## src/sv/atb_queue.sv

```systemverilog
// -----------------------------------------------------------------------------
// atb_queue
// Small register queue, first in first out.
// -----------------------------------------------------------------------------
module atb_queue #(
   parameter int WIDTH = 8,
   parameter int DEPTH = 4
) (
   input  logic             clock,
   input  logic             reset,
   input  logic             push,
   input  logic [WIDTH-1:0] push_data,
   input  logic             pop,
   output logic [WIDTH-1:0] pop_data,
   output logic             full,
   output logic             empty
);
   localparam int PTR_W = (DEPTH > 1) ? $clog2(DEPTH) : 1;
   localparam int CNT_W = $clog2(DEPTH + 1);

   logic [WIDTH-1:0] mem_ff [DEPTH];
   logic [PTR_W-1:0] wr_ptr_ff, rd_ptr_ff;
   logic [CNT_W-1:0] count_ff;

   assign full     = count_ff == CNT_W'(DEPTH);
   assign empty    = count_ff == '0;
   assign pop_data = mem_ff[rd_ptr_ff];

   // storage
   always_ff @(posedge clock) begin
      if (push) mem_ff[wr_ptr_ff] <= push_data;
   end

   // pointers and fill count
   always_ff @(posedge clock) begin
      if (reset) begin
         wr_ptr_ff <= '0;
         rd_ptr_ff <= '0;
         count_ff  <= '0;
      end else begin
         if (push)
            wr_ptr_ff <= (wr_ptr_ff == PTR_W'(DEPTH - 1)) ? '0 : wr_ptr_ff + 1'b1;
         if (pop)
            rd_ptr_ff <= (rd_ptr_ff == PTR_W'(DEPTH - 1)) ? '0 : rd_ptr_ff + 1'b1;
         if (push && !pop)      count_ff <= count_ff + 1'b1;
         else if (!push && pop) count_ff <= count_ff - 1'b1;
      end
   end
endmodule

```

## config.mk

```make
export PLATFORM = sky130hd
export DESIGN_NAME = atb_queue
export DESIGN_NICKNAME = d
export VERILOG_FILES = /design/src/sv/atb_queue.sv
export SDC_FILE = /design/constraint.sdc
export NUM_CORES = 1
export LEC_CHECK = 0
export BUFFER_PORTS_ARGS = -buffer_cell sky130_fd_sc_hd__buf_2
export CORE_UTILIZATION = 35
export DETAILED_ROUTE_END_ITERATION = 8
export PLACE_DENSITY_LB_ADDON = 0.3
export REMOVE_ABC_BUFFERS = 1
export SKIP_LAST_GASP = 1
export SLEW_MARGIN = 40
export SYNTH_ARGS = -nofsm -noshare
export SYNTH_HDL_FRONTEND = slang
export SYNTH_SLANG_ARGS = --single-unit
```

## constraint.sdc

```tcl
create_clock -name clock -period 1.9 [get_ports clock]
set_input_delay 0.285 -clock clock [delete_from_list [all_inputs] [get_ports clock]]
set_output_delay 0.285 -clock clock [all_outputs]
set_load 0.05 [all_outputs]
```

==> metrics list <==
- The initial utilization of the core area, before any placement, comes to 0.364.
- Summing every instance area after synthesis gives around 1600 um^2.
* Footprint of the flip-flops and latches: between 1000 and 1500 um^2
- Ranked by instance count, the synthesized netlist is headed by 32 x edfxtp_1, 9 x dfxtp_1, 8 x mux4_2.
* Relative area change from synthesis to final layout: 16.0%
* Count of hold-fix buffers inserted at cts: 0
* Setup TNS: 0 ns
* Number of vias per cell: around 4.7
- The critical path goes through buf_6 > mux4_2 > buf_2.
- Mean Syn Cell Area: ~19 um^2
- At the placement stage, the worst setup path has a slack of 0.150 ns.
* Outcome: completed
- Counting flops with an async set or reset pin after synthesis yields a share of 0.
* Level count of the clock H-tree: 2
- For this design the static power due to leakage is 0.685 nW.
- Drt total wl: between 2000 and 2500 um
* Gates resized, CTS repair: 0
- Count of boundary I/O pins: 22
- Overflow left after global routing: 0
- Hold Path Class: input pin to flop
* Final clock period utilization by the worst path: 0.944
- Cell type contributing the most total cell area after synthesis: edfxtp_1
- Chip Height: between 60 and 70 um
- Maximum vdd ir drop: between 0.5 and 0.6 mV
- Critical-path maximum fanout: 8
- Total via count in the routed design: between 700 and 800
- No sink is reached through more buffers than the 2 on the longest clock path.
- The cell count after synthesis came out at 86.
- In the final layout, the multi-input gates occupy between 400 and 500 um^2.
- In this run the core area contains 24 standard-cell rows.
- TritonCTS built the clock tree.
- Cells after DPL: roughly 160
* Biggest cell delay along the critical path: about 0.52 ns
- The via count of the first global-routing pass came to roughly 890.
- The layout has 408 filler cells.
* Cell type of the slowest stage on the worst timing path: mux4_2
- The worst setup path is launched from a flop.
- The congestion estimate from routability-driven global placement came to roughly 0.63.
* Antenna diode count: 0
- STA puts the critical path data required time at 1.62 ns.
* Worst-Margin Slew: 0.471 ns
- The die is approximately 70 um wide.
- The tree is rooted in a clkbuf_8.
* Setup repair after global routing missed its margin: false
* Main area contributors after synthesis: edfxtp_1 60%, dfxtp_1 11%, mux4_2 11%
* Number of standard cells in the final layout excluding fillers: ~170
* Gr usage total: 0.114
- The later pin in the worst-skew pair is clocked with a latency of around 0.28 ns.
* Number of maximum-capacitance violations: 0
- Post-DP HPWL: 1670 um
- Distinct cell type count of the synthesized netlist: 17
- Share of the synthesized area in the top cell type: 0.601
- Antenna violations before repair: 0
* Worst setup path class: flop to output port
- The Yosys step of the flow raised 0 warnings.
- Number of pins with negative max-slew slack in the final report: 0
- Core region area: 4380 um^2
* EDFF count, synth: 32
- The worst pin sits at a relative slew slack of 0.686.
- Final worst path period need: around 1.8 ns
- Critical path capture point type: output port
- Of the synthesized area, sequential elements account for 0.714.
* Number of DRC markers after the initial detailed-route iteration: 57
- Reg clk slew, reported paths: 0.07 ns
- The first global-routing pass estimated a little over 4000 um of wire.
* Router iterations before antenna repair: 4
- DRC: 0
- Counting every sink on the clock net gives a little over 40.
* Number of nets in the finished design: ~130
- Largest net degree at the start of global routing: 13
- Fraction of final layout cells sized beyond drive strength 1: 0.316
* Count of endpoints failing hold in the final timing report: 0
* Origin of the critical flop-to-flop path: count_ff[0]
- Counting cells, the worst reg-to-reg path comes to 4.
- Setup violations remaining at the end of the flow were counted as 0.
- Between clock sinks in the finished design, the worst skew comes to ~0.0062 ns.
- The number of setup buffers added after CTS is 0.
- In the post-route analysis, the smallest setup slack over all paths is between 0.1 and 0.15 ns.
* Die Area: 4840 um^2
- For the worst setup path, the data arrival time is ~1.5 ns.
- After synthesis the netlist holds a flip-flop and latch count of between 40 and 50.
* Routed length per placed instance: roughly 15 um
- Most repeated cell in the gate-level netlist after synthesis: edfxtp_1
- The detail route stage leaves a number of antenna-violating nets equal to 0.
- Power Dens Cells: 1030 nW/um^2
- In the synthesized netlist the dominant register cell turns out to be edfxtp_1.
* Port buffer count: 21
* Total clock buffers created by CTS: 5
* Top achievable clock speed: approximately 0.56 GHz
* Worst hold path cell count: 1
- The startpoint identified for the worst hold timing path is push_data[2].
## where the power goes
| group | switching [mW] | total, mW | internal (mW) |
|---|---|---|---|
| sequential | 0.0321 | 1.05 | 1.02 |
| clock | 0.259 | 0.555 | 0.296 |
| combinational | 0.203 | 0.306 | 0.103 |
| total | 0.494 | 1.91 | 1.42 |
## sequential cells by signal, indices dropped and copies added (netlist names), named ones only
signal	cells
count_ff	3
mem_ff	32
rd_ptr_ff	2
wr_ptr_ff	2
## metrics by stage
step	power [mW]	utilization	cell area, um^2	hold slack (ns)
2_1_floorplan	1.30	-	1580	0.354
3_3_place_gp	1.37	0.401	1760	0.484
3_5_place_dp	1.38	0.401	1760	0.507
4_1_cts	1.94	0.422	1850	0.208
5_1_grt	2.00	0.423	1850	0.204
6_report	1.91	0.423	1850	0.214
## final timing paths
kind	end	slack [ns]
worst min-delay path	mem_ff[0][2]	0.21
worst max-delay path	pop_data[7]	0.11
worst max register to register	count_ff[2]	0.44
worst min register to register	count_ff[2]	0.54
## per-layer routing
layer / global-route usage / wire (um)
met5: 0 / 0
met2: 0.181 / 1140
met4: 0.0544 / 32
met1: 0.129 / 1070
met3: 0.0523 / 178
## cell families after synthesis
kind of cell | synth area share
AOI/OAI and AO/OA | 0.00939
buffers and inverters | 0.0196
DFF | 0.714
xor gates and xnor gates | 0.0110
and+or+nand+nor | 0.0485
muxes | 0.138
adders and majority gates | 0.0595
## final cells by class
class	instances	share of cell area
Clock buffer	8	0.0486
Timing Repair Buffer	22	0.0628
Inverter	4	0.00810
Tap cell	52	0.0351
Multi-Input combinational cell	39	0.230
Sequential cell	41	0.616
## placed cells by master, fill, tap and decap left out
cell type  netlist  final
buf_2            0     21
a21oi_1          2      2
nor3_1           1      1
mux4_2           8      8
and2_1           4      4
mux2i_1          4      4
o21ai_0          1      1
nor2_1           7      7
dfxtp_1          9      9
fa_1             1      1
clkbuf_8         0      6
or3_1            1      1
inv_1            4      4
clkbuf_1         0      2
edfxtp_1        32     32
buf_6            1      1
nor3b_1          2      2
xor2_1           2      2
ha_1             6      6
## critical path, delay by kind of cell (launching register included)
kind,cells,cell delay [ns]
multiplexers,1,0.52
buffers and inverters,2,0.39
flip-flops,1,0.32
Power figures use the tool's default switching activity.
