## src/sv/atb_pkg.sv

```systemverilog
// -----------------------------------------------------------------------------
// atb_pkg
// Shared types, constants and helpers of the transformed bounding box block.
// -----------------------------------------------------------------------------
package atb_pkg;

   // field and arithmetic widths
   localparam int DATA_W     = 32;
   localparam int FRAC_W     = 16;
   localparam int ACC_W      = 66;
   localparam int MAG_W      = 64;
   localparam int QUO_W      = 32;
   localparam int AXES       = 3;
   localparam int COLS       = 4;
   localparam int DIV_STAGES = 32;

   // corners per box
   localparam int CORNER_COUNT = 8;
   localparam int CORNER_W     = 3;

   // register port
   localparam int NUM_REGS   = 8;
   localparam int REG_SEL_W  = 3;
   localparam int CSR_IDX_W  = 4;
   localparam int CSR_DATA_W = 64;

   // default queue depths
   localparam int DEF_IN_DEPTH  = 4;
   localparam int DEF_OUT_DEPTH = 8;

   typedef logic [CSR_DATA_W-1:0] csr_word_type;

   // identity matrix after reset
   localparam csr_word_type CSR_RESET [NUM_REGS] = '{
      64'h0000_0000_0001_0000, 64'h0, 64'h0001_0000_0000_0000, 64'h0,
      64'h0, 64'h0000_0000_0001_0000, 64'h0, 64'h0001_0000_0000_0000
   };

   // [row][col] elements, signed Q16.16 each
   typedef logic [COLS-1:0][COLS-1:0][DATA_W-1:0] matrix_type;

   typedef struct packed {
      logic signed [DATA_W-1:0] box_min_x;
      logic signed [DATA_W-1:0] box_min_y;
      logic signed [DATA_W-1:0] box_min_z;
      logic signed [DATA_W-1:0] box_max_x;
      logic signed [DATA_W-1:0] box_max_y;
      logic signed [DATA_W-1:0] box_max_z;
   } req_type;

   typedef struct packed {
      logic signed [DATA_W-1:0] out_min_x;
      logic signed [DATA_W-1:0] out_min_y;
      logic signed [DATA_W-1:0] out_min_z;
      logic signed [DATA_W-1:0] out_max_x;
      logic signed [DATA_W-1:0] out_max_y;
      logic signed [DATA_W-1:0] out_max_z;
      logic                     divide_fault;
   } rsp_type;

   // corner bookkeeping carried down the pipeline
   typedef struct packed {
      logic valid;
      logic first;
      logic last;
   } tag_type;

   // one axis of a corner in the divider
   typedef struct packed {
      logic [MAG_W-1:0]  rem;
      logic [QUO_W-1:0]  q;
      logic [FRAC_W-1:0] nlow;
      logic              big;
      logic              neg;
   } lane_type;

   typedef struct packed {
      tag_type                  tag;
      logic                     fault;
      logic [MAG_W-1:0]         dvs;
      lane_type [AXES-1:0]      lane;
   } corner_type;

   // quotient magnitude and sign to saturated signed Q16.16
   function automatic logic [DATA_W-1:0] sat_quot(input logic big,
                                                  input logic [QUO_W-1:0] q,
                                                  input logic neg);
      logic [DATA_W-1:0] res;
      if (neg) begin
         if (big || q[QUO_W-1]) res = 32'h8000_0000;
         else                   res = 32'(-q);
      end else begin
         if (big || q >= 32'h7FFF_FFFF) res = 32'h7FFF_FFFF;
         else                           res = q;
      end
      return res;
   endfunction

endpackage

```

## src/sv/atb_corner_seq.sv

```systemverilog
// -----------------------------------------------------------------------------
// atb_corner_seq
// Walks the eight corners of the box at the queue head, one per cycle.
// -----------------------------------------------------------------------------
module atb_corner_seq #(
   parameter int OUT_DEPTH = atb_pkg::DEF_OUT_DEPTH
) (
   input  logic                            clock,
   input  logic                            reset,
   input  logic                            box_valid,
   input  atb_pkg::req_type                box,
   input  logic                            rsp_taken,
   output logic                            box_pop,
   output atb_pkg::tag_type                tag,
   output logic signed [atb_pkg::DATA_W-1:0] point [atb_pkg::AXES]
);
   import atb_pkg::*;

   localparam int CR_W = $clog2(OUT_DEPTH + 1);

   logic [CORNER_W-1:0] corner_ff;
   logic [CR_W-1:0]     credit_ff;
   logic                start_ok, issue, last;
   tag_type             tag_ff;
   logic signed [DATA_W-1:0] point_ff [AXES];

   // a box starts only if the result queue is sure to have room
   assign start_ok = (corner_ff != '0) || (credit_ff < CR_W'(OUT_DEPTH));
   assign issue    = box_valid && start_ok;
   assign last     = corner_ff == CORNER_W'(CORNER_COUNT - 1);
   assign box_pop  = issue && last;
   assign tag      = tag_ff;
   assign point    = point_ff;

   // corner counter and box credits
   always_ff @(posedge clock) begin
      if (reset) begin
         corner_ff <= '0;
         credit_ff <= '0;
         tag_ff    <= '0;
      end else begin
         if (issue) corner_ff <= corner_ff + 1'b1;
         if ((issue && corner_ff == '0) && !rsp_taken)      credit_ff <= credit_ff + 1'b1;
         else if (!(issue && corner_ff == '0) && rsp_taken) credit_ff <= credit_ff - 1'b1;
         tag_ff.valid <= issue;
         tag_ff.first <= corner_ff == '0;
         tag_ff.last  <= last;
      end
   end

   // corner coordinates picked by the counter bits
   always_ff @(posedge clock) begin
      point_ff[0] <= corner_ff[0] ? box.box_max_x : box.box_min_x;
      point_ff[1] <= corner_ff[1] ? box.box_max_y : box.box_min_y;
      point_ff[2] <= corner_ff[2] ? box.box_max_z : box.box_min_z;
   end
endmodule

```

## config.mk

```make
export PLATFORM = sky130hd
export DESIGN_NAME = atb_corner_seq
export DESIGN_NICKNAME = d
export VERILOG_FILES = /design/src/sv/atb_pkg.sv /design/src/sv/atb_corner_seq.sv
export SDC_FILE = /design/constraint.sdc
export NUM_CORES = 1
export LEC_CHECK = 0
export BUFFER_PORTS_ARGS = -buffer_cell sky130_fd_sc_hd__buf_2
export CORE_AREA = 4 4 113 115
export CTS_CLUSTER_DIAMETER = 150
export DETAILED_ROUTE_END_ITERATION = 16
export DIE_AREA = 0 0 117 119
export GPL_TIMING_DRIVEN = 0
export PLACE_DENSITY_LB_ADDON = 0.3
export SYNTH_ARGS = -nofsm -noshare
export SYNTH_HDL_FRONTEND = slang
export SYNTH_SLANG_ARGS = --single-unit
```

## constraint.sdc

```tcl
create_clock -name clock -period 2.9 [get_ports clock]
set_clock_uncertainty 0.2 [all_clocks]
set_input_delay 0.29 -clock clock [delete_from_list [all_inputs] [get_ports clock]]
set_output_delay 0.29 -clock clock [all_outputs]
set_load 0.03 [all_outputs]
```

==> results of run 1 <==
==> metrics by stage <==
stage                     utilization  std cells
after floorplan                     -        260
after global placement          0.446        702
after detailed placement        0.446        702
==> Yosys cell counts (all sizes together) (2+ instances only) <==
library cell / instances / area, sq um
dfxtp: 106 / 2120
mux2: 97 / 1090
nor2: 15 / 56.3
buf: 13 / 86.3
inv: 8 / 30.0
ha: 6 / 75.1
a21oi: 2 / 10.0
mux2i: 2 / 20.0
xnor2: 2 / 17.5
==> kinds of logic after synthesis <==
group,count (synthesis)
XOR/XNOR,3
buffers and inverters,22
AND/OR/NAND/NOR,17
AO/OA/AOI/OAI,6
flip-flops,106
adder cells (fa/ha/maj),7
multiplexers,99
==> reports/metrics.cfg, run 1 <==
[yosys]
synth_fa_ha_area_frac = 0.0264
syn_area_sq_mm = 0.00360
seq_area_frac_synth = 0.589
yosysUniqueCellTypes = 21
synth_nets = 463
muxShareOfSynthArea = 0.309
synth_warnings = 0
async_reset_ff_frac = 0
synth_seq_cells = 106
ys.flop_type = dfxtp_1
syn_inst = 260
syn_avg_cell_area_sq_um = 13.9
synth-simple-area-share = 0.0208
synth_compound_area_frac = 0.0149
synth_edf_count = 0
synth_top_family_by_area = multiplexers
synthXorXnorAreaFrac = 0.00729

[clocking]
cts_buffers = 9
ctsResizeCount = 2
root_buffer = clkbuf_16
clock_path_buffers = 2
cts_hold_buffers = 144
cts_setup_buffers = 0
htreeDepth = 3
clkSinkCount = 106

[die]
dieWidth_microns = 117
die_h_microns = 119
rows = 40
pin_count = 296
start_util = 0.305

[placed_design]
globalplace.congestion = 0.775
place_area_sq_mm = 0.00527
dp_hpwl_mm = 8.61
post-place-ws_ps = -200
port_buffers = 295

[outcome]
firstError = [ERROR RSZ-0060] Max buffer count reached.
status = stopped before the end
haltStage = clock tree synthesis (4_1_cts)

==> run 2, diff against run 1 <==
--- a/config.mk
+++ b/config.mk
@@ -7,11 +7,10 @@
 export LEC_CHECK = 0
 export BUFFER_PORTS_ARGS = -buffer_cell sky130_fd_sc_hd__buf_2
 export CORE_AREA = 4 4 113 115
-export CTS_CLUSTER_DIAMETER = 150
 export DETAILED_ROUTE_END_ITERATION = 16
 export DIE_AREA = 0 0 117 119
 export GPL_TIMING_DRIVEN = 0
-export PLACE_DENSITY_LB_ADDON = 0.3
+export PLACE_DENSITY_LB_ADDON = 0.15
 export SYNTH_ARGS = -nofsm -noshare
 export SYNTH_HDL_FRONTEND = slang
 export SYNTH_SLANG_ARGS = --single-unit
==> constraint.sdc (replaced) <==
create_clock -name clock -period 3.77 [get_ports clock]
set_clock_uncertainty 0.2 [all_clocks]
set_input_delay 0.377 -clock clock [delete_from_list [all_inputs] [get_ports clock]]
set_output_delay 0.377 -clock clock [all_outputs]
set_load 0.03 [all_outputs]
==> reports/metrics.cfg, run 2 <==
[outcome]
status = completed

[yosys]
synth_edf_count = 0  ; unchanged
seq_area_frac_synth = 0.589  ; unchanged
syn_inst = 260  ; unchanged
synth_seq_cells = 106  ; unchanged
synth_warnings = 0  ; unchanged
synth-simple-area-share = 0.0208  ; unchanged
synth_nets = 463  ; unchanged
syn_avg_cell_area_sq_um = 13.9  ; unchanged
yosysUniqueCellTypes = 21  ; unchanged
synth.most_common_cell = dfxtp_1
synth_top_family_by_area = multiplexers
synthXorXnorAreaFrac = 0.00729  ; unchanged
muxShareOfSynthArea = 0.309  ; unchanged
synth_compound_area_frac = 0.0149  ; unchanged
async_reset_ff_frac = 0  ; unchanged
synth_common_cells = 106 x dfxtp_1, 96 x mux2_2, 15 x nor2_1, 11 x buf_2, 8 x inv_1
yosysTopAreaCell = dfxtp_1
synth_fa_ha_area_frac = 0.0264  ; unchanged
yosys-top-cells-area = dfxtp_1 59%, mux2_2 30%, ha_1 2.1%
ys.flop_type = dfxtp_1
synth_top_cell_area_share = 0.589  ; unchanged
syn_area_sq_mm = 0.00360  ; unchanged

[timing]
fin_hold_ws_ps = 53.5
slew-limit-headroom = 0.699
setup_viol = 0
fmax_ghz = 0.323
period_needed_ps = 3090
fin_tns_setup_ps = 0
rsz0062_at_grt = false
finalHoldViolations = 0
fin_ws_ps = 676
maxSlewViolCount = 0
post-route-period-util = 0.821
worst_slew_pin_slew_ps = 452

[power]
intPower_mw = 2.18
p_comb_frac = 0.312
p_leak_nw = 2.76
cellPowerDensity_mw_per_mm2 = 577
power_mw = 3.19
pwr-share-clk = 0.269
vdd_drop_max_mv = 0.224
p_sw_frac = 0.318
seq_power_share = 0.418
netSwitchingPower_mw = 1.01

[clocking]
clock_latency_ps = 340
cts_tree = done
cts_setup_buffers = 0  ; unchanged
root_buffer = clkbuf_16
clkSinkCount = 106  ; unchanged
htreeDepth = 3  ; unchanged
clkTransAtPathRegs_ps = 70
cts_hold_buffers = 0  ; -100%
cts_buffers = 9  ; unchanged
ctsResizeCount = 0  ; -2
clock_path_buffers = 2  ; unchanged

[critical_path]
critPathBufInv = 4
r2r_end = credit_ff[3]
crit_fanout = 10
cpMostUsedCell = ha_1
startpoint_type = flip-flop
crit_path_cell_trace = buf_2 -> buf_2 -> inv_1 -> ha_1 -> nand2b_4 -> o21ai_4 -> nor2_1 -> ha_1 -> inv_1 -> ha_1 -> a21oi_1 -> a211oi_2 -> a31oi_1 -> mux2_1
slowest_delay_ps = 330
r2r_start = corner_ff[1]
cp_slowest_cell = dfxtp_1
r2r_slack_ps = 680
crit_family = adder cells
crit_path_end = credit_ff[3]
path_depth = 14
crit_required_ps = 3800
crit_type = reg -> reg
startpoint = corner_ff[1]
end_kind = flip-flop
reg2regPathDepth = 14
arrival_ps = 3120

[global_route]
grt_pass1_wl_mm = 15.3
grt_usage = 0.147
first_global_vias = 2894
antenna_found_initial = 0
overflow = 0
grt_max_degree = 16

[die]
pin_count = 296  ; unchanged
die_area_sq_mm = 0.0139
core_area_sq_mm = 0.0118
start_util = 0.305  ; unchanged
rows = 40  ; unchanged
die_h_microns = 119  ; unchanged
dieWidth_microns = 117  ; unchanged

[finish]
final_cell_mix = 306 x buf_2, 106 x dfxtp_1, 96 x mux2_2, 15 x nor2_1, 9 x clkbuf_16
instances_no_fill = 718
diodes = 0
layout.nets = 769
largest_reg_flops = 96
area_delta_synth_final_pct = 53.5
final_common_cell = buf_2
drive_gt1_frac = 0.734
n_fill_cell = 1137
fin_area_sq_mm = 0.00553
fin_util = 0.468

[route]
vias = 2988
routed_via_density = 4.16
routedWlPerCell_microns = 14.9
drtPass1Iterations = 4
ant_nets = 0
routed_wl_mm = 10.7
drtIter0Drc = 59
drc_errors = 0

[min_path]
hp-class = in -> reg

[placed_design]
place_inst = 702  ; unchanged
place_area_sq_mm = 0.00527  ; unchanged
dp_hpwl_mm = 9.00  ; +4.5%
port_buffers = 295  ; unchanged
post-place-ws_ps = 613  ; +814 ps
globalplace.congestion = 0.770  ; -0.62%

[job]
drv_cap = 0

[run 2: cell counts after synthesis]
No cell type changed its count.
[run 2: how the worst min path moves through the flow]
stage / startpoint / end / slack [ps] / depth (start not counted)
finish: box[48] / point[48] / 50 / 2
global route: box[58] / point[58] / 40 / 2
CTS: box[39] / point[39] / 40 / 2
detailed placement: credit_ff[2] / credit_ff[2] / 290 / 2
global placement: credit_ff[2] / credit_ff[2] / 290 / 2
floorplan: credit_ff[2] / credit_ff[2] / 270 / 2
[run 2: metal layers]
metal / routed length (microns) / vias up / GRT usage
met5: 0 / - / 0
met1: 3690 / 1324 / 0.152
met4: 344 / 0 / 0.0789
met2: 5660 / 145 / 0.263
met3: 991 / 24 / 0.0422
li1: - / 1495 / -
[run 2: area by class of cell]
| type | instances | area (sq um) | share of cell area |
|---|---|---|---|
| Buffer | 14 | 90.1 | 0.0163 |
| Clock buffer | 14 | 254 | 0.0459 |
| Clock inverter | 2 | 12.5 | 0.00226 |
| Inverter | 8 | 30.0 | 0.00543 |
| Multi-Input combinational cell | 132 | 1360 | 0.246 |
| Sequential cell | 106 | 2120 | 0.384 |
| Tap cell | 147 | 184 | 0.0333 |
| Timing Repair Buffer | 295 | 1480 | 0.267 |
[run 2: power by group through the flow]
stage / logic [mW] / clock network (mW) / registers [mW]
2_1_floorplan: 0.391 / 0 / 1.66
3_3_place_gp: 0.999 / 0 / 1.36
3_5_place_dp: 1.01 / 0 / 1.36
4_1_cts: 1.01 / 0.896 / 1.34
5_1_grt: 1.07 / 0.938 / 1.35
6_report: 0.996 / 0.859 / 1.33
[run 2: cells by family after synthesis]
| logic type | after synthesis |
|---|---|
| buf+inv | 22 |
| flops | 106 |
| fa+ha+maj | 7 |
| mux | 99 |
| compound gates | 6 |
| xor+xnor | 3 |
| simple gates | 17 |
Note: power is estimated with default switching activity, not from simulation.
==> run 3, diff against run 2 <==
==> constraint.sdc (replaced) <==
create_clock -name clock -period 3.15 [get_ports clock]
set_clock_uncertainty 0.2 [all_clocks]
set_input_delay 0.315 -clock clock [delete_from_list [all_inputs] [get_ports clock]]
set_output_delay 0.315 -clock clock [all_outputs]
set_load 0.03 [all_outputs]
==> reports/metrics.cfg, run 3 <==
[clocking]
ctsResizeCount = 1  ; +1
root_buffer = clkbuf_16
cts_setup_buffers = 0  ; unchanged
cts_buffers = 9  ; unchanged
clkSinkCount = 106  ; unchanged
htreeDepth = 3  ; unchanged
cts_hold_buffers = 144  ; +144
clock_path_buffers = 2  ; unchanged

[yosys]
synth.most_common_cell = dfxtp_1
yosys-top-cells-area = dfxtp_1 59%, mux2_2 30%, ha_1 2.1%
synth_top_cell_area_share = 0.589  ; unchanged
ys.flop_type = dfxtp_1
seq_area_frac_synth = 0.589  ; unchanged
synth_seq_cells = 106  ; unchanged
synth_edf_count = 0  ; unchanged
synth_warnings = 0  ; unchanged
synth_common_cells = 106 x dfxtp_1, 96 x mux2_2, 15 x nor2_1, 11 x buf_2, 8 x inv_1
syn_area_sq_mm = 0.00360  ; unchanged
synth_nets = 463  ; unchanged
syn_avg_cell_area_sq_um = 13.9  ; unchanged
yosysTopAreaCell = dfxtp_1
syn_inst = 260  ; unchanged
yosysUniqueCellTypes = 21  ; unchanged
async_reset_ff_frac = 0  ; unchanged

[outcome]
status = stopped before the end
firstError = [ERROR RSZ-0060] Max buffer count reached.
haltStage = clock tree synthesis (4_1_cts)

[placed_design]
post-place-ws_ps = -6.68  ; -620 ps
globalplace.congestion = 0.770  ; unchanged
port_buffers = 295  ; unchanged
dp_hpwl_mm = 9.00  ; unchanged

[die]
die_h_microns = 119  ; unchanged
dieWidth_microns = 117  ; unchanged
pin_count = 296  ; unchanged
start_util = 0.305  ; unchanged
rows = 40  ; unchanged

[run 3: cell families after synthesis]
kind of cell,after synthesis,share of synthesized area
muxes,99,0.309
adders and majority gates,7,0.0264
DFF,106,0.589
xor gates and xnor gates,3,0.00729
buffers and inverters,22,0.0333
and+or+nand+nor,17,0.0208
AOI/OAI and AO/OA,6,0.0149
[run 3: through the flow]
step,area [sq um],instances
3_5_place_dp,5270,702
2_1_floorplan,3600,260
3_3_place_gp,5270,702
