===== src/sv/atb_pkg.sv =====
// -----------------------------------------------------------------------------
// atb_pkg
// Shared types, constants and helpers of the transformed bounding box block.
// -----------------------------------------------------------------------------
package atb_pkg;

   // field and arithmetic widths
   localparam int DATA_W     = 32;
   localparam int FRAC_W     = 16;
   localparam int ACC_W      = 66;
   localparam int MAG_W      = 64;
   localparam int QUO_W      = 32;
   localparam int AXES       = 3;
   localparam int COLS       = 4;
   localparam int DIV_STAGES = 32;

   // corners per box
   localparam int CORNER_COUNT = 8;
   localparam int CORNER_W     = 3;

   // register port
   localparam int NUM_REGS   = 8;
   localparam int REG_SEL_W  = 3;
   localparam int CSR_IDX_W  = 4;
   localparam int CSR_DATA_W = 64;

   // default queue depths
   localparam int DEF_IN_DEPTH  = 4;
   localparam int DEF_OUT_DEPTH = 8;

   typedef logic [CSR_DATA_W-1:0] csr_word_type;

   // identity matrix after reset
   localparam csr_word_type CSR_RESET [NUM_REGS] = '{
      64'h0000_0000_0001_0000, 64'h0, 64'h0001_0000_0000_0000, 64'h0,
      64'h0, 64'h0000_0000_0001_0000, 64'h0, 64'h0001_0000_0000_0000
   };

   // [row][col] elements, signed Q16.16 each
   typedef logic [COLS-1:0][COLS-1:0][DATA_W-1:0] matrix_type;

   typedef struct packed {
      logic signed [DATA_W-1:0] box_min_x;
      logic signed [DATA_W-1:0] box_min_y;
      logic signed [DATA_W-1:0] box_min_z;
      logic signed [DATA_W-1:0] box_max_x;
      logic signed [DATA_W-1:0] box_max_y;
      logic signed [DATA_W-1:0] box_max_z;
   } req_type;

   typedef struct packed {
      logic signed [DATA_W-1:0] out_min_x;
      logic signed [DATA_W-1:0] out_min_y;
      logic signed [DATA_W-1:0] out_min_z;
      logic signed [DATA_W-1:0] out_max_x;
      logic signed [DATA_W-1:0] out_max_y;
      logic signed [DATA_W-1:0] out_max_z;
      logic                     divide_fault;
   } rsp_type;

   // corner bookkeeping carried down the pipeline
   typedef struct packed {
      logic valid;
      logic first;
      logic last;
   } tag_type;

   // one axis of a corner in the divider
   typedef struct packed {
      logic [MAG_W-1:0]  rem;
      logic [QUO_W-1:0]  q;
      logic [FRAC_W-1:0] nlow;
      logic              big;
      logic              neg;
   } lane_type;

   typedef struct packed {
      tag_type                  tag;
      logic                     fault;
      logic [MAG_W-1:0]         dvs;
      lane_type [AXES-1:0]      lane;
   } corner_type;

   // quotient magnitude and sign to saturated signed Q16.16
   function automatic logic [DATA_W-1:0] sat_quot(input logic big,
                                                  input logic [QUO_W-1:0] q,
                                                  input logic neg);
      logic [DATA_W-1:0] res;
      if (neg) begin
         if (big || q[QUO_W-1]) res = 32'h8000_0000;
         else                   res = 32'(-q);
      end else begin
         if (big || q >= 32'h7FFF_FFFF) res = 32'h7FFF_FFFF;
         else                           res = q;
      end
      return res;
   endfunction

endpackage


===== src/sv/atb_reduce.sv =====
// -----------------------------------------------------------------------------
// atb_reduce
// Saturates the quotients and folds the corners into one min and max per box.
// -----------------------------------------------------------------------------
module atb_reduce (
   input  logic                clock,
   input  logic                reset,
   input  atb_pkg::corner_type corner,
   output logic                push,
   output atb_pkg::rsp_type    result
);
   import atb_pkg::*;

   tag_type                  tag_ff;
   logic                     cfault_ff;
   logic signed [DATA_W-1:0] val_ff  [AXES];
   logic signed [DATA_W-1:0] min_ff  [AXES];
   logic signed [DATA_W-1:0] max_ff  [AXES];
   logic signed [DATA_W-1:0] min_in  [AXES];
   logic signed [DATA_W-1:0] max_in  [AXES];
   logic                     any_ff, fault_ff, any_in, fault_in, any_eff;

   // saturation stage
   always_ff @(posedge clock) begin
      if (reset) begin
         tag_ff <= '0;
      end else begin
         tag_ff <= corner.tag;
      end
      cfault_ff <= corner.fault;
      for (int j = 0; j < AXES; j++)
         val_ff[j] <= $signed(sat_quot(corner.lane[j].big, corner.lane[j].q,
                                       corner.lane[j].neg));
   end

   // running min and max, restarted on the first corner
   always_comb begin
      any_eff  = !tag_ff.first && any_ff;
      any_in   = any_eff;
      fault_in = !tag_ff.first && fault_ff;
      for (int j = 0; j < AXES; j++) begin
         min_in[j] = tag_ff.first ? '0 : min_ff[j];
         max_in[j] = tag_ff.first ? '0 : max_ff[j];
      end
      if (cfault_ff) begin
         fault_in = 1'b1;
      end else begin
         any_in = 1'b1;
         for (int j = 0; j < AXES; j++) begin
            if (!any_eff || val_ff[j] < min_in[j]) min_in[j] = val_ff[j];
            if (!any_eff || val_ff[j] > max_in[j]) max_in[j] = val_ff[j];
         end
      end
   end

   always_ff @(posedge clock) begin
      if (reset) begin
         any_ff   <= 1'b0;
         fault_ff <= 1'b0;
      end else if (tag_ff.valid) begin
         any_ff   <= any_in;
         fault_ff <= fault_in;
      end
   end

   always_ff @(posedge clock) begin
      if (tag_ff.valid) begin
         min_ff <= min_in;
         max_ff <= max_in;
      end
   end

   // finished box goes to the result queue
   assign push                = tag_ff.valid && tag_ff.last;
   assign result.out_min_x    = min_in[0];
   assign result.out_min_y    = min_in[1];
   assign result.out_min_z    = min_in[2];
   assign result.out_max_x    = max_in[0];
   assign result.out_max_y    = max_in[1];
   assign result.out_max_z    = max_in[2];
   assign result.divide_fault = fault_in;
endmodule


===== config.mk =====
export PLATFORM = sky130hd
export DESIGN_NAME = atb_reduce
export DESIGN_NICKNAME = d
export VERILOG_FILES = /design/src/sv/atb_pkg.sv /design/src/sv/atb_reduce.sv
export SDC_FILE = /design/constraint.sdc
export NUM_CORES = 1
export LEC_CHECK = 0
export BUFFER_PORTS_ARGS = -buffer_cell sky130_fd_sc_hd__buf_2
export CORE_UTILIZATION = 25
export DETAILED_ROUTE_END_ITERATION = 10
export REMOVE_ABC_BUFFERS = 1
export SLEW_MARGIN = 15
export SYNTH_ARGS = -nofsm -noshare
export SYNTH_HDL_FRONTEND = slang
export SYNTH_SLANG_ARGS = --single-unit
export TNS_END_PERCENT = 10

===== constraint.sdc =====
create_clock -name clock -period 14.95 [get_ports clock]
set_input_delay 0.7475 -clock clock [delete_from_list [all_inputs] [get_ports clock]]
set_output_delay 0.7475 -clock clock [all_outputs]
set_load 0.005 [all_outputs]

==> flow_metrics.py, run 1 <==
metrics = {
    "floorplanning": {
        "rows": 99,
        "placeableCoreArea_sq_um": 73000,
        "die_y_um": 273,
        "initial_core_util": 0.252,
        "die-area_sq_um": 74700,
        "design.portCount": 606,
        "die_w_um": 273,
    },
    "placement": {
        "dp_hpwl_mm": 44.1,
        "portbufs": 301,
        "pre_cts_ws_ns": 8.56,
        "placed_cells": 3094,
        "gp_congestion": 0.867,
    },
    "pwr": {
        "leakage_uw": 0.00980,
        "power_density_over_the_cells_nw_per_um2": 112,
        "finalPower_uw": 2480,
        "peakVddDrop_mv": 0.0926,
    },
    "detailed_routing": {
        "routedWlPerCell_um": 18.6,
        "drt_iter0_markers": 1016,
        "route.detailed.vias_per_inst": 4.87,
        "drt_drc_violations_left": 0,
        "number_of_iterations_in_the_first_detailed_routing_pass": 6,
        "antenna_left": 0,
        "num_vias": 15447,
        "routed_wl_mm": 58.9,
    },
    "worst_setup_path": {
        "required_ns": 14.20,
        "crit_type": "flip-flop to output pin",
        "setup.worst_path.start_class": "flip-flop",
        "setup.worst_path.end_class": "output pin",
        "worstPathArrival_ns": 6.00,
        "path_max_fanout": 115,
    },
    "finish": {
        "num-nets-final": 2784,
        "multi_input_area_sq_um": 9870,
        "final.fill_count": 7572,
        "drive_gt1_frac": 0.186,
        "areaGrowthSynthToFinish_pct": 20.9,
        "seqCellArea_sq_um": 7810,
        "final_cells": 3173,
    },
    "clocking": {
        "clk_root_buffer_cell": "sky130_fd_sc_hd__clkbuf_16",
        "clock_path_buffers": 3,
        "cts_sinks": 294,
        "cts_inserted_buffers": 40,
        "post_cts_resize_count": 0,
        "clock_tree.htree_level_count": 2,
        "tritoncts": "done",
        "clk_pin_slew_ns": 0.06,
        "clk_latency_ns": 0.57,
        "ctsHoldBuffers": 0,
        "postCtsSetupBuffers": 0,
    },
    "timing": {
        "fin_crit_ns": 6.75,
        "setup_viol": 0,
        "rsz0062_at_grt": "no",
        "maxClockFrequency_mhz": 148,
        "max_slew.worst_pin.slew_ns": 1.13,
        "timing.setup.tns_ns": 0,
        "setup_ws_ns": 8.20,
        "timing.max_slew.rel_slack": 0.244,
        "period_share": 0.451,
        "drv_slew": 0,
        "fin_worst_hold_slack_ns": 0.327,
        "timing.clock.skew_ns": 0.0266,
        "hold_viol_final": 0,
    },
    "run": {
        "timing.max_cap.violations": 0,
    },
    "grt": {
        "grt_overflow_total": 0,
        "number_of_global_route_vias_before_repair": 14789,
        "first_pass_grt_wire_length_mm": 88.7,
        "overall_global_routing_resource_usage": 0.153,
        "maximum_number_of_pins_on_one_net_before_global_route_repair": 116,
        "initial_antenna_violation_count": 6,
    },
    "synth": {
        "yosysUniqueCellTypes": 66,
        "synth-edff-count": 192,
        "synthesis.instances": 1910,
        "ys_seq_elements": 294,
        "synthesis.yosys.warnings": 0,
        "synthDominantCellAreaShare": 0.313,
        "postSynthAreaPerCell_sq_um": 9.64,
        "synth-main-ff-cell": "sky130_fd_sc_hd__edfxtp_1",
        "synth_area_leader_cell": "sky130_fd_sc_hd__edfxtp_1",
        "yosys-top-cells-area": "sky130_fd_sc_hd__edfxtp_1 31%, sky130_fd_sc_hd__ha_1 13%, sky130_fd_sc_hd__dfxtp_1 11%, sky130_fd_sc_hd__mux2i_1 10%, sky130_fd_sc_hd__nand2_1 6.5%",
        "netlist_area_sq_um": 18400,
        "ys_async_sr_fraction": 0,
        "yosysSeqAreaShare": 0.424,
    },
    "status": {
        "outcome": "finished, final reports clean",
    },
    "worst_hold_path": {
        "worst_hold_path_type": "input port to flip-flop",
    },
}
==> cell type report <==
type                       instances  share of cell area
tap                              959              0.0539
timing repair buffer             315              0.0724
sequential                       294               0.351
inverter                         113              0.0193
clock buffer                      52              0.0497
multi-input combinational       1413               0.444
clock inverter                    21             0.00917
antenna                            6            0.000675
==> report_power, final <==
| group | internal (uW) | total (uW) | switching, uW |
|---|---|---|---|
| clock | 563 | 962 | 399 |
| sequential | 941 | 979 | 37.0 |
| combinational | 209 | 540 | 331 |
==> layout by cell type, fill, tap and decap left out, types with 28 or more instances in the layout <==
cell | Yosys | routed
sky130_fd_sc_hd__buf_2 | 9 | 301
sky130_fd_sc_hd__nor3_1 | 45 | 45
sky130_fd_sc_hd__nand2_1 | 320 | 320
sky130_fd_sc_hd__clkbuf_16 | 0 | 40
sky130_fd_sc_hd__nand4_1 | 58 | 58
sky130_fd_sc_hd__nor4_1 | 28 | 28
sky130_fd_sc_hd__nor2_1 | 95 | 95
sky130_fd_sc_hd__inv_1 | 112 | 112
sky130_fd_sc_hd__ha_1 | 195 | 195
sky130_fd_sc_hd__mux2i_1 | 191 | 191
sky130_fd_sc_hd__a21oi_1 | 100 | 100
sky130_fd_sc_hd__edfxtp_1 | 192 | 192
sky130_fd_sc_hd__dfxtp_1 | 102 | 101
sky130_fd_sc_hd__nand3_1 | 41 | 41
sky130_fd_sc_hd__o311ai_0 | 43 | 43
sky130_fd_sc_hd__o21ai_0 | 99 | 99
==> synthesized netlist by cell type, types with 4 or more instances <==
library cell and instances:
sky130_fd_sc_hd__nor3_1 45, sky130_fd_sc_hd__nand4_1 58, sky130_fd_sc_hd__o311ai_1 6, sky130_fd_sc_hd__nor2b_1 11, sky130_fd_sc_hd__a22oi_1 8, sky130_fd_sc_hd__a31oi_1 5, sky130_fd_sc_hd__o21a_1 7, sky130_fd_sc_hd__a21oi_1 100
sky130_fd_sc_hd__a221o_1 11, sky130_fd_sc_hd__nor2_1 95, sky130_fd_sc_hd__nand3_1 41, sky130_fd_sc_hd__inv_1 112, sky130_fd_sc_hd__a21o_1 9, sky130_fd_sc_hd__or4_1 8, sky130_fd_sc_hd__buf_2 9, sky130_fd_sc_hd__o21ai_0 99
sky130_fd_sc_hd__nor4_1 28, sky130_fd_sc_hd__a311oi_1 4, sky130_fd_sc_hd__mux2i_1 191, sky130_fd_sc_hd__o311ai_0 43, sky130_fd_sc_hd__o31a_1 4, sky130_fd_sc_hd__edfxtp_1 192, sky130_fd_sc_hd__o211ai_1 7, sky130_fd_sc_hd__or2_2 11
sky130_fd_sc_hd__dfxtp_1 102, sky130_fd_sc_hd__a21boi_0 4, sky130_fd_sc_hd__nand2_1 320, sky130_fd_sc_hd__a41oi_1 4, sky130_fd_sc_hd__o41ai_1 8, sky130_fd_sc_hd__nand2b_1 9, sky130_fd_sc_hd__ha_1 195, sky130_fd_sc_hd__or3_1 23
sky130_fd_sc_hd__nor4b_1 6, sky130_fd_sc_hd__clkbuf_1 78, sky130_fd_sc_hd__a211oi_1 6
==> registers in the layout (all words and copies together) (netlist names) <==
name and count:
fault_ff 1, min_ff 96, max_ff 96, cfault_ff 1
tag_ff 3, val_ff 96, any_ff 1
==> critical path: stages (launching register included) <==
cell and delay, ns:
sky130_fd_sc_hd__dfxtp_1 0.29, sky130_fd_sc_hd__buf_4 0.18, sky130_fd_sc_hd__inv_6 0.60, sky130_fd_sc_hd__buf_4 0.78, sky130_fd_sc_hd__nand2_1 0.18, sky130_fd_sc_hd__ha_1 0.43, sky130_fd_sc_hd__nand4_1 0.17, sky130_fd_sc_hd__nor4_1 0.70
sky130_fd_sc_hd__a311oi_1 0.34, sky130_fd_sc_hd__o211ai_1 0.34, sky130_fd_sc_hd__o311ai_4 0.41, sky130_fd_sc_hd__buf_4 0.38, sky130_fd_sc_hd__mux2i_1 0.36, sky130_fd_sc_hd__buf_2 0.18
==> logic make-up (layout without fill, tap and decap cells) <==
logic type | Yosys count | in the layout | synth area share
AO/OA/AOI/OAI | 348 | 348 | 0.122
XOR/XNOR | 1 | 1 | 0.000476
adder cells (fa/ha/maj) | 195 | 195 | 0.133
buffers and inverters | 203 | 501 | 0.0426
flip-flops | 294 | 294 | 0.424
multiplexers | 194 | 194 | 0.106
other | 0 | 6 | 0
AND/OR/NAND/NOR | 675 | 675 | 0.172
==> metrics by stage <==
stage	instance area, sq um	util
after detailed placement	20900	0.287
after floorplan	18000	-
after global routing	22200	0.305
after CTS	22200	0.305
final	22200	0.305
after global placement	20900	0.287
==> final timing paths <==
check,cells past startpoint,slack [ns],start,endpoint
setup / recovery,13,8.20,tag_ff[1]$_SDFF_PP0_,result[8]
hold / removal,1,0.33,corner[406],cfault_ff$_DFF_P_
setup reg to reg,12,9.46,tag_ff[1]$_SDFF_PP0_,max_ff[7]$_DFFE_PP_
hold reg to reg,2,0.50,fault_ff$_SDFFE_PP0P_,fault_ff$_SDFFE_PP0P_
==> routing by layer <==
metal / track usage / part of all wire
met5: 0 / 0
met4: 0.0406 / 0.021
met3: 0.0519 / 0.088
met2: 0.232 / 0.43
met1: 0.205 / 0.46
Note: power is estimated with default switching activity, not from simulation.
==> run 2: changes to the inputs <==
Clock period 14.95 ns to 6.4 ns, I/O delays scaled along.
==> run 2 against run 1 <==
Effect of this change: routed wire length increased by 0.53%; worst setup slack got worse by 7.1 ns; clock power up 140%; utilization increased by 0.24 points; total power is 130% higher; via count up 2.0%; clock skew is 0.011 ns lower; sequential power grew 130%; first-iteration DRC count increased by 18%.
==> flow_metrics.py, run 2 (same netlist as run 1, synthesis figures left out) <==
metrics = {
    "status": {
        "outcome": "finished, final reports clean",
    },
    "grt": {
        "maximum_number_of_pins_on_one_net_before_global_route_repair": 65,
        "grt_overflow_total": 0,
        "initial_antenna_violation_count": 8,
        "overall_global_routing_resource_usage": 0.154,
        "first_pass_grt_wire_length_mm": 89.5,
        "number_of_global_route_vias_before_repair": 15097,
    },
    "worst_setup_path": {
        "cpMaxStageDelayCell": "sky130_fd_sc_hd__or4_1",
        "slowest_delay_ns": 0.63,
        "required_ns": 6.08,
        "worstPathArrival_ns": 4.98,
        "crit_type": "flip-flop to output pin",
        "setup.worst_path.end_class": "output pin",
        "cp_cell_instances": "inv_6, buf_4, nand2_1, ha_1, nand4_1, or4_1, or4_1, o22ai_1, mux2i_1, a311o_2, mux2i_1, buf_2",
        "path_max_fanout": 56,
        "setup.worst_path.start_class": "flip-flop",
    },
    "clocking": {
        "cts_inserted_buffers": 40,
        "clock_path_buffers": 3,
        "clk_pin_slew_ns": 0.06,
        "post_cts_resize_count": 0,
        "clock_tree.htree_level_count": 2,
        "tritoncts": "done",
        "clk_latency_ns": 0.56,
        "cts_sinks": 294,
        "clk_root_buffer_cell": "sky130_fd_sc_hd__clkbuf_16",
    },
    "finish": {
        "finish.utilization": 0.307,
        "drive_gt1_frac": 0.186,
        "areaGrowthSynthToFinish_pct": 21.8,
        "final_cells": 3195,
        "layout_common_cells": "320 x sky130_fd_sc_hd__nand2_1, 301 x sky130_fd_sc_hd__buf_2, 195 x sky130_fd_sc_hd__ha_1, 192 x sky130_fd_sc_hd__edfxtp_1, 191 x sky130_fd_sc_hd__mux2i_1",
        "num-nets-final": 2799,
        "final_instance_area_sq_um": 22400,
        "reg_top3": "max_ff (96), min_ff (96), val_ff (96)",
        "layout.cells.most_common": "sky130_fd_sc_hd__nand2_1",
    },
    "run": {
        "timing.max_cap.violations": 0,
    },
    "pwr": {
        "leakage_uw": 0.00988,
        "switching_share": 0.300,
        "total_switching_power_uw": 1750,
        "peakVddDrop_mv": 0.210,
        "power.share.clock": 0.389,
        "p_comb_frac": 0.219,
        "pwr-share-seq": 0.392,
        "internal-power_uw": 4080,
        "power_density_over_the_cells_nw_per_um2": 260,
    },
    "detailed_routing": {
        "drt_drc_violations_left": 0,
        "antenna_left": 0,
        "top_signal_layer_used": "met4",
        "num_vias": 15751,
        "drt_iter0_markers": 1197,
        "routed_wl_mm": 59.2,
        "route.layer.met1.wl_mm": 27.8,
        "met2RoutedLength_mm": 25.5,
        "met3_length_mm": 4.47,
        "number_of_iterations_in_the_first_detailed_routing_pass": 5,
        "route.detailed.vias_per_inst": 4.93,
        "routedWlPerCell_um": 18.5,
    },
    "timing": {
        "timing.clock.skew_ns": 0.0152,
        "period_share": 0.828,
        "timing.max_slew.rel_slack": 0.280,
        "max_slew.worst_pin.slew_ns": 1.08,
        "rsz0062_at_grt": "no",
        "fin_crit_ns": 5.30,
        "drv_slew": 0,
        "setup_viol": 0,
        "hold_viol_final": 0,
        "maxClockFrequency_mhz": 189,
        "fin_worst_hold_slack_ns": 0.0574,
    },
    "floorplanning": {
        "rows": 99,
        "initial_core_util": 0.252,
        "placeableCoreArea_sq_um": 73000,
        "die-area_sq_um": 74700,
        "die_y_um": 273,
        "die_w_um": 273,
        "design.portCount": 606,
    },
    "worst_hold_path": {
        "worst_hold_path_type": "input port to flip-flop",
    },
    "placement": {
        "dp_hpwl_mm": 44.7,
        "gp_congestion": 0.879,
        "placed_cells": 3104,
        "dpl_cell_area_sq_um": 21000,
        "portbufs": 301,
    },
}
==> run 2: cell count changes in the layout (fill, tap and decap cells not counted), sizes merged <==
cell	previous run	this run
buf	315	325
diode	6	12
dlygate4sd3	0	5
bufinv	2	5
clkinv	12	11
clkinvlp	3	2
==> run 2: timing repair <==
action | in CTS | in global routing
buffers inserted | 0 | 0
hold endpoints to repair | 3 | 0
hold buffers | 5 | 0
==> run 2: critical path: cells and delay by family (launching register included) <==
| family | cells | cell delay (ns) |
|---|---|---|
| AOI/OAI and AO/OA | 2 | 0.69 |
| adders and majority gates | 1 | 0.33 |
| buffers and inverters | 3 | 0.89 |
| DFF | 1 | 0.35 |
| muxes | 2 | 0.72 |
| and+or+nand+nor | 4 | 1.37 |
==> run 2: area by class of cell <==
cell class,instances,area [sq um]
tap,959,1200
inverter,113,429
timing repair buffer,330,1760
fill,7597,50500
clock inverter,22,255
antenna,12,30.0
clock buffer,52,1070
multi-input combinational,1413,9870
sequential,294,7810
==> run 2: final timing paths <==
kind	startpoint	end	slack [ns]	cells after the start
worst max-delay path	tag_ff[1]$_SDFF_PP0_	result[130]	1.10	12
worst min-delay path	reset	fault_ff$_SDFFE_PP0P_	0.06	2
worst max register to register	tag_ff[1]$_SDFF_PP0_	min_ff[33]$_DFFE_PP_	1.91	11
worst min register to register	fault_ff$_SDFFE_PP0P_	fault_ff$_SDFFE_PP0P_	0.51	2
==> run 2: through the flow <==
stage / power [uW] / TNS (ns) / setup WS [ns]
finish: 5830 / 0 / 1.10
global route: 6140 / 0 / 0.783
CTS: 5920 / 0 / 0.978
detailed placement: 3590 / 0 / 1.61
global placement: 3580 / 0 / 1.58
floorplan: 3050 / -192.93 / -1.14
==> run 2: layer usage <==
layer,track usage,up-vias
met5,0,-
met4,0.0501,0
met3,0.0401,91
met2,0.233,520
met1,0.212,7445
li1,-,7695
==> run 2: power by group through the flow <==
stage	logic (uW)	clock network, uW	registers, uW
after detailed placement	1270	0	2320
after floorplan	736	0	2320
after global placement	1260	0	2320
after CTS	1280	2350	2280
after global routing	1440	2410	2300
final	1280	2270	2280
